`config.mk`:
```
export PLATFORM = sky130hd
export DESIGN_NAME = hlsr_div
export DESIGN_NICKNAME = d
export VERILOG_FILES = /design/src/hdl/hlsr_pkg.sv /design/src/hdl/hlsr_div.sv
export SDC_FILE = /design/constraint.sdc
export NUM_CORES = 2
export LEC_CHECK = 0
export ABC_AREA = 1
export BUFFER_PORTS_ARGS = -buffer_cell sky130_fd_sc_hd__buf_2
export CAP_MARGIN = 40
export CORE_MARGIN = 1.5
export CORE_UTILIZATION = 45
export CTS_CLUSTER_SIZE = 12
export DETAILED_ROUTE_END_ITERATION = 8
export PLACE_DENSITY = 0.66
export SLEW_MARGIN = 20
export SYNTH_ARGS = -nofsm -noshare
export SYNTH_HDL_FRONTEND = slang
export SYNTH_SLANG_ARGS = --single-unit
```
`constraint.sdc`:
```
create_clock -name clk -period 6.8 [get_ports clk]
set_input_delay 0.68 -clock clk [delete_from_list [all_inputs] [get_ports clk]]
set_output_delay 0.68 -clock clk [all_outputs]
set_load 0.005 [all_outputs]
```
`src/hdl/hlsr_pkg.sv`:
```
// ----------------------------------------------------------------------------
// hlsr_pkg
// Shared widths, reset values and register indexes for the half-lattice
// subcube remapper and its pipelined divider.
// ----------------------------------------------------------------------------
package hlsr_pkg;

	// Lattice shape.
	localparam int NUM_DIMS            = 4;
	localparam int COORD_W             = 6;
	localparam int HALF_W              = 6;
	localparam int DEF_MAX_HALF_EXTENT = 32;

	// Index and divisor widths.
	localparam int IDX_W = 24;
	localparam int DIV_W = 25;

	// Configuration port.
	localparam int CFG_IDX_W  = 3;
	localparam int CFG_DATA_W = 25;

	// Register reset values.
	localparam logic [HALF_W-1:0] HALF_RESET = 6'd8;
	localparam logic [DIV_W-1:0]  DIV_RESET  = 25'd4096;

	// Register indexes.
	localparam logic [CFG_IDX_W-1:0] REG_HALF_EXTENT_0 = 3'd0;
	localparam logic [CFG_IDX_W-1:0] REG_HALF_EXTENT_1 = 3'd1;
	localparam logic [CFG_IDX_W-1:0] REG_HALF_EXTENT_2 = 3'd2;
	localparam logic [CFG_IDX_W-1:0] REG_HALF_EXTENT_3 = 3'd3;
	localparam logic [CFG_IDX_W-1:0] REG_SITES_PER_RANK = 3'd4;

endpackage

```
`src/hdl/hlsr_div.sv`:
```
// ----------------------------------------------------------------------------
// hlsr_div
// Pipelined restoring divider: one quotient bit per stage, a new word may
// enter in every cycle while out_ready is high, and each stage holds its word while the next is full and stalled.
// ----------------------------------------------------------------------------
module hlsr_div import hlsr_pkg::*; #(
	parameter int NUM_W = IDX_W,
	parameter int DEN_W = DIV_W
) (
	input  logic             clk,
	input  logic             arst_n,
	input  logic             in_valid,
	output logic             in_ready,
	input  logic [NUM_W-1:0] numer,
	input  logic [DEN_W-1:0] denom,
	output logic             out_valid,
	input  logic             out_ready,
	output logic [NUM_W-1:0] numer_out,
	output logic [NUM_W-1:0] quotient,
	output logic [NUM_W-1:0] remainder
);

	// Per-stage registers; stage k settles quotient bit NUM_W-1-k.
	logic             v_s   [NUM_W];
	logic [DEN_W-1:0] rem_s [NUM_W];
	logic [NUM_W-1:0] quo_s [NUM_W];
	logic [NUM_W-1:0] num_s [NUM_W];
	logic [NUM_W:0]   en;
	logic [NUM_W-1:0] full;

	assign en[NUM_W] = out_ready;
	assign in_ready  = en[0];

	for (genvar k = 0; k < NUM_W; k++) begin : g_stage
		localparam logic [NUM_W-1:0] QBIT = NUM_W'(1) << (NUM_W - 1 - k);
		logic             v_prev;
		logic [DEN_W-1:0] rem_prev;
		logic [NUM_W-1:0] quo_prev;
		logic [NUM_W-1:0] num_prev;
		logic [DEN_W:0]   trial;
		logic             ge;

		// The first stage starts from a zero remainder.
		if (k == 0) begin : g_first
			assign v_prev   = in_valid;
			assign rem_prev = '0;
			assign quo_prev = '0;
			assign num_prev = numer;
		end else begin : g_next
			assign v_prev   = v_s[k-1];
			assign rem_prev = rem_s[k-1];
			assign quo_prev = quo_s[k-1];
			assign num_prev = num_s[k-1];
		end

		// A stage may load when empty or when its word moves on.
		assign en[k]   = !v_s[k] || en[k+1];
		assign full[k] = v_s[k];

		// Shift in the next numerator bit and try the subtraction.
		assign trial = {rem_prev, num_prev[NUM_W-1-k]};
		assign ge    = (trial >= {1'b0, denom});

		always_ff @(posedge clk or negedge arst_n) begin
			if (!arst_n) begin
				v_s[k] <= 1'b0;
			end else if (en[k]) begin
				v_s[k] <= v_prev;
			end
		end

		always_ff @(posedge clk) begin
			if (en[k] && v_prev) begin
				rem_s[k] <= ge ? DEN_W'(trial - {1'b0, denom}) : trial[DEN_W-1:0];
				quo_s[k] <= ge ? (quo_prev | QBIT) : quo_prev;
				num_s[k] <= num_prev;
			end
		end
	end

	// The last stage is the output register.
	assign out_valid = v_s[NUM_W-1];
	assign numer_out = num_s[NUM_W-1];
	assign quotient  = quo_s[NUM_W-1];
	assign remainder = rem_s[NUM_W-1][NUM_W-1:0];

`ifndef NO_ASSERTIONS
	// Input side is only held off when every stage is occupied.
	a_ready_only_when_full: assert property (@(posedge clk) disable iff (!arst_n)
		!in_ready |-> (&full))
		else $error("divider refused a word with a free stage");

	// A finished remainder is below a non-zero divisor.
	a_rem_below_den: assert property (@(posedge clk) disable iff (!arst_n)
		(v_s[NUM_W-1] && denom != '0) |-> (rem_s[NUM_W-1] < denom))
		else $error("divider remainder not below divisor");
`endif

endmodule
```
* After elaboration in Yosys (flattened, before gate mapping)
Memory sizes are Yosys's and may differ from the RTL's.
Index checks and enable logic that the tools add are counted.
** Storage, ports and cells
- Flip-flop bits (word level) :: 24
- Bits in writable memories :: 1752
- Logic and storage cells :: 243
- Memories :: 3
** Operators by class
- Add/subtract/negate cells :: 24
- Magnitude comparators :: 24
- Mux-type cells :: 96
- Reduce and logical (&&, ||, !) cells :: 72
** Memory list
- rem_s :: depth 24, bits a word 25, read ports 24, clocked after memory_dff 0, wr ports 24, RTL line hlsr_div.sv:25 : logic [DEN_W-1:0] rem_s [NUM_W];
- num_s :: depth 24, bits a word 24, read ports 24, clocked after memory_dff 0, wr ports 24, RTL line hlsr_div.sv:27 : logic [NUM_W-1:0] num_s [NUM_W];
- quo_s :: depth 24, bits a word 24, read ports 24, clocked after memory_dff 0, wr ports 24, RTL line hlsr_div.sv:26 : logic [NUM_W-1:0] quo_s [NUM_W];
** Operator list (count)
- two-way mux 25 bit :: 24
- greater-or-equal comparator 26 x 25 -> 1 bit :: 23
- subtractor 25 bit :: 23
- two-way mux 1 bit :: 49
- greater-or-equal comparator 1 x 25 -> 1 bit :: 1
- subtractor 1 x 25 -> 25 bit :: 1
- logical AND 1 bit :: 24
- zero test 1 bit :: 24
- logical OR 1 bit :: 24
- two-way mux 24 bit :: 1
- two-way mux 23 bit :: 1
- two-way mux 22 bit :: 1
- two-way mux 21 bit :: 1
- two-way mux 20 bit :: 1
- two-way mux 19 bit :: 1
- two-way mux 18 bit :: 1
- two-way mux 17 bit :: 1
- two-way mux 16 bit :: 1
- two-way mux 15 bit :: 1
- two-way mux 14 bit :: 1
- two-way mux 13 bit :: 1
- two-way mux 12 bit :: 1
- two-way mux 11 bit :: 1
- two-way mux 10 bit :: 1
- other kinds (8) :: 8

* Logic depth before layout (Yosys ltp)
- Depth in word-level cells :: 28
- Mapped depth :: 18
- Mapped depth without buffers :: 18

* Least setup slack after synthesis
Ideal clock, no wire load.
- Path type :: input to register
- From :: input port out_ready
- To :: memory num_s[0][168] in the netlist's numbering (enable)
- Setup time :: 0.491 ns
- Arrival time :: 4.022 ns
- Data required time :: 6.309 ns
- Slack :: 2.288 ns
- Stages :: 10
- Buffers on the path :: 0
- Path through :: inv_1 nand4_2 nor2_4 nand4_4 nor2_4 nand4_4 nor2_4 nand4_4 nor2_4 a21oi_1
** RTL lines
- start, declared :: RTL line hlsr_div.sv:17 : input logic out_ready,
- end, declared :: RTL line hlsr_div.sv:27

* Worst setup path after layout
- From :: register v_s (netlist bit g_stage[22].v_prev)
- To :: output port in_ready
** On the way
- Longest elaborated chain between the ends :: 23
** Ends and longest elaborated chain
- start, declared :: RTL line hlsr_div.sv:24 : logic v_s [NUM_W];
- start signal, assigned by index :: RTL line hlsr_div.sv:68 : v_s[k] <= v_prev;
- zero test 1 bit :: RTL line hlsr_div.sv:57 : assign en[k] = !v_s[k] || en[k+1];
- logical OR 1 bit (22 in a row) :: RTL line hlsr_div.sv:57
- end, declared :: RTL line hlsr_div.sv:13 : output logic in_ready,
No other way between the ends.

==> reports/qor.txt <==
status - complete, no violations
DIE AREA - 0.1774 mm2
gr busiest metal - met2
sequential fraction of the synthesis area - 57.05%
Detailed Place HPWL - 147,800 um
CP max FO - 4
via count - 54.24k
asr flop ratio synth - 1.601%
die height - 421.2 um
most numerous cell in the Yosys netlist - nand2_1
CP arrival - 3.72 ns
Initial DRC Count - 3,763
RSZ-0062 raised after global routing - no
DRC - 0
part of the power in combinational logic - 41.6%
Flop pwr share - 38.3%
Layout area overhead - 11.73%
Post-synth EDFFs - 1,475
Compound-Gate Fraction of Synth Area - 12.08%
internal power - 25,720 uW
num rows - 153
M2 GR Usage - 38.28%
pin count of the biggest net entering global routing - 66
drt total wl - 199,000 um
main combinational cell family by area after synthesis - simple AND/OR/NAND/NOR gates
pwr dens - 477.0 mW/mm2
top post-synthesis cells by area - edfxtp_1 (56%), ha_1 (9.2%), nand2_1 (7.2%)
layout cells sized above 1 - 7.399%
Peak Freq - 0.2275 GHz
maximum vdd drop - 0.0002427 V
Tmin final - 4.396 ns
max-cap viol count - 0
vias in the first global route - 53.34k
final-report hold violation count - 0
CTS sink cnt - 1,499
IO Port Bufs - 126
Post-Synthesis Cell Area - 0.07869 mm2
initial core utilization - 45.27%
CORE AREA - 0.1738 mm2
worst clock skew - 0.03876 ns
Mapped Cells - 7,262
Crit Path Class - register to output port
GRT overflow - 0
storage element area - 0.04489 mm2
routed vias/inst - 5.445
relative slew slack - 41.24%
Leak Pwr - 0.03422 uW
CTS tree - done
Post-CTS Setup Inserts - 0
Crit path required time - 6.12 ns
Final #Nets - 8,193
Post-synth top flop - edfxtp_1
part of the cycle the worst path needs - 64.65%
Fill cells - 15.35k
Synth cell types - 47
gpl congestion - 0.9677
setup_tns - 0 ns
top-level I/O count - 127
first-pass GRT wire length - 304,200 um
WL/cell - 19.97 um
Critical Path End Type - output port
syn_area_per_cell - 10.84 um2
Post-synth top cells - nand2_1 (1,504), edfxtp_1 (1,475), o21ai_0 (740), ha_1 (577), a21oi_1 (574)
total track usage - 22.13%
CP startpoint kind - register
Clock Path Buffers - 3
CTS HTree Levels - 4
Yosys warnings - 0
hold_buf cts - 1
top-area cell type share of the netlist area - 56.29%
footprint of the multi-input gates - 0.03139 mm2
clock share of power - 20.1%
Sw Ratio - 38.66%
# resized after CTS - 0
CTS clock-pin slew for the worst setup and hold paths - 0.06 ns
cell accounting for the most synthesized area - edfxtp_1
number of placed instances, taps included - 9,692
Worst-Skew Late Latency - 0.79 ns
Die Width - 421.2 um
DRT antenna net count - 0
Net Switching - 16,210 uW
setup violators final - 0
Pre-Repair DR Iteration Count - 6
Non-Filler Instances - 9,962
Worst-Margin Slew - 0.8804 ns
xor and xnor area share after synthesis - 5.721%
simple-gate share of the synthesized area - 12.21%
worst min path class - input pin to register
Root Buffer - clkbuf_16
M3 GR Usage - 2.973%
count of final max-slew check failures - 0
met1 GRT Util - 27.72%
Seq cells post-synth - 1,499
multiplexer share of the synthesized area - 0%
Mapped Nets - 7,915
initial antenna violation count - 2
CTS Buf Count - 161
adder-cell share of the synthesized area - 9.760%
-- final timing paths --
| kind | from | end | slack [ns] | depth (start not counted) |
|---|---|---|---|---|
| worst max-delay path | g_stage[22].v_prev | in_ready | 2.40 | 14 |
| worst min-delay path | numer[19] | num_s[0][19] | 0.07 | 1 |
| worst max register to register | num_s[0][68] | rem_s[0][92] | 2.91 | 14 |
| worst min register to register | quo_s[1][20] | quo_s[1][44] | 0.40 | 0 |
| max in group asynchronous | arst_n | g_stage[3].v_prev | 6.00 | 3 |
| min in group asynchronous | arst_n | out_valid | 0.30 | 2 |
-- kinds of logic after synthesis --
kind of cell | count (synthesis)
fa+ha+maj | 600
xor+xnor | 514
simple gates | 2335
compound gates | 1710
buf+inv | 604
flops | 1499
-- routing by layer --
metal / vias to the layer above / routed length (um)
met3: 403 / 9641
met2: 1465 / 96940
li1: 26590 / -
met1: 25790 / 83470
met4: 2 / 8921
met5: - / 13
-- stage by stage --
step / hold WS (ns) / power (uW) / area [um2] / utilization (%) / setup WS [ns]
6_report: 0.06753 / 41930 / 87920 / 50.58 / 2.404
4_1_cts: 0.01718 / 42030 / 87710 / 50.46 / 2.254
5_1_grt: 0.02537 / 44960 / 87910 / 50.58 / 2.096
3_3_place_gp: 0.4001 / 33090 / 82300 / 47.35 / 1.953
2_1_floorplan: 0.3844 / 28650 / 78690 / - / 2.288
3_5_place_dp: 0.4045 / 33470 / 82650 / 47.55 / 2.025
-- sequential cells by signal, indices dropped and copies added (netlist names) --
| register | cells |
|---|---|
| num_s | 576 |
| g_stage.v_prev | 23 |
| rem_s | 599 |
| quo_s | 300 |
| out_valid | 1 |
-- layout by cell type, fill, tap and decap left out, types with 14 or more instances in the layout --
| cell | n |
|---|---|
| nand2_1 | 1504 |
| edfxtp_1 | 1475 |
| o21ai_0 | 740 |
| ha_1 | 577 |
| a21oi_1 | 573 |
| inv_1 | 462 |
| nor2_1 | 432 |
| xnor2_1 | 278 |
| xor2_1 | 236 |
| clkbuf_16 | 161 |
| nand3_1 | 142 |
| buf_2 | 126 |
| nand4_1 | 78 |
| buf_4 | 77 |
| nor3_1 | 64 |
| nor4_1 | 64 |
| o21a_1 | 59 |
| o21ai_1 | 53 |
| a21o_1 | 52 |
| o31ai_1 | 44 |
| o211ai_1 | 32 |
| a31oi_1 | 29 |
| clkbuf_1 | 29 |
| o21ai_2 | 28 |
| dfrtp_1 | 24 |
| inv_2 | 23 |
| o21bai_1 | 23 |
| fa_1 | 23 |
| clkinv_2 | 19 |
| a21boi_0 | 16 |
| a21boi_1 | 16 |
| nor2_4 | 16 |
| o221ai_1 | 15 |
| clkinv_1 | 15 |
| o21bai_2 | 14 |
-- critical path, cell delays in order (launching register included) --
cell     delay, ns
dfrtp_1       0.40
nand4_2       0.19
nor2_4        0.21
nand4_4       0.19
nor2_4        0.21
nand4_4       0.13
nor2_4        0.24
nand4_4       0.21
nor2_4        0.27
nand2_2       0.09
nor2_2        0.12
nand3_2       0.12
nor2_4        0.16
nand4_2       0.17
buf_2         0.18
-- power groups by stage --
stage          combinational (uW)  clock (uW)  sequential [uW]
5_1_grt                     19700        8990            16300
2_1_floorplan               13300           0            15300
3_3_place_gp                16800           0            16300
4_1_cts                     17300        8630            16100
6_report                    17400        8430            16100
3_5_place_dp                17200           0            16200
-- cell type report --
class | count | share of cell area (%)
inverters | 485 | 2.071
clock inverters | 65 | 0.9720
clock buffers | 194 | 4.769
repair buffers | 234 | 2.106
flip-flops and latches | 1499 | 51.06
multi-input cells | 5159 | 35.71
well taps | 2325 | 3.309
diodes | 1 | 0.002846
Note: power is estimated with default switching activity, not from simulation.
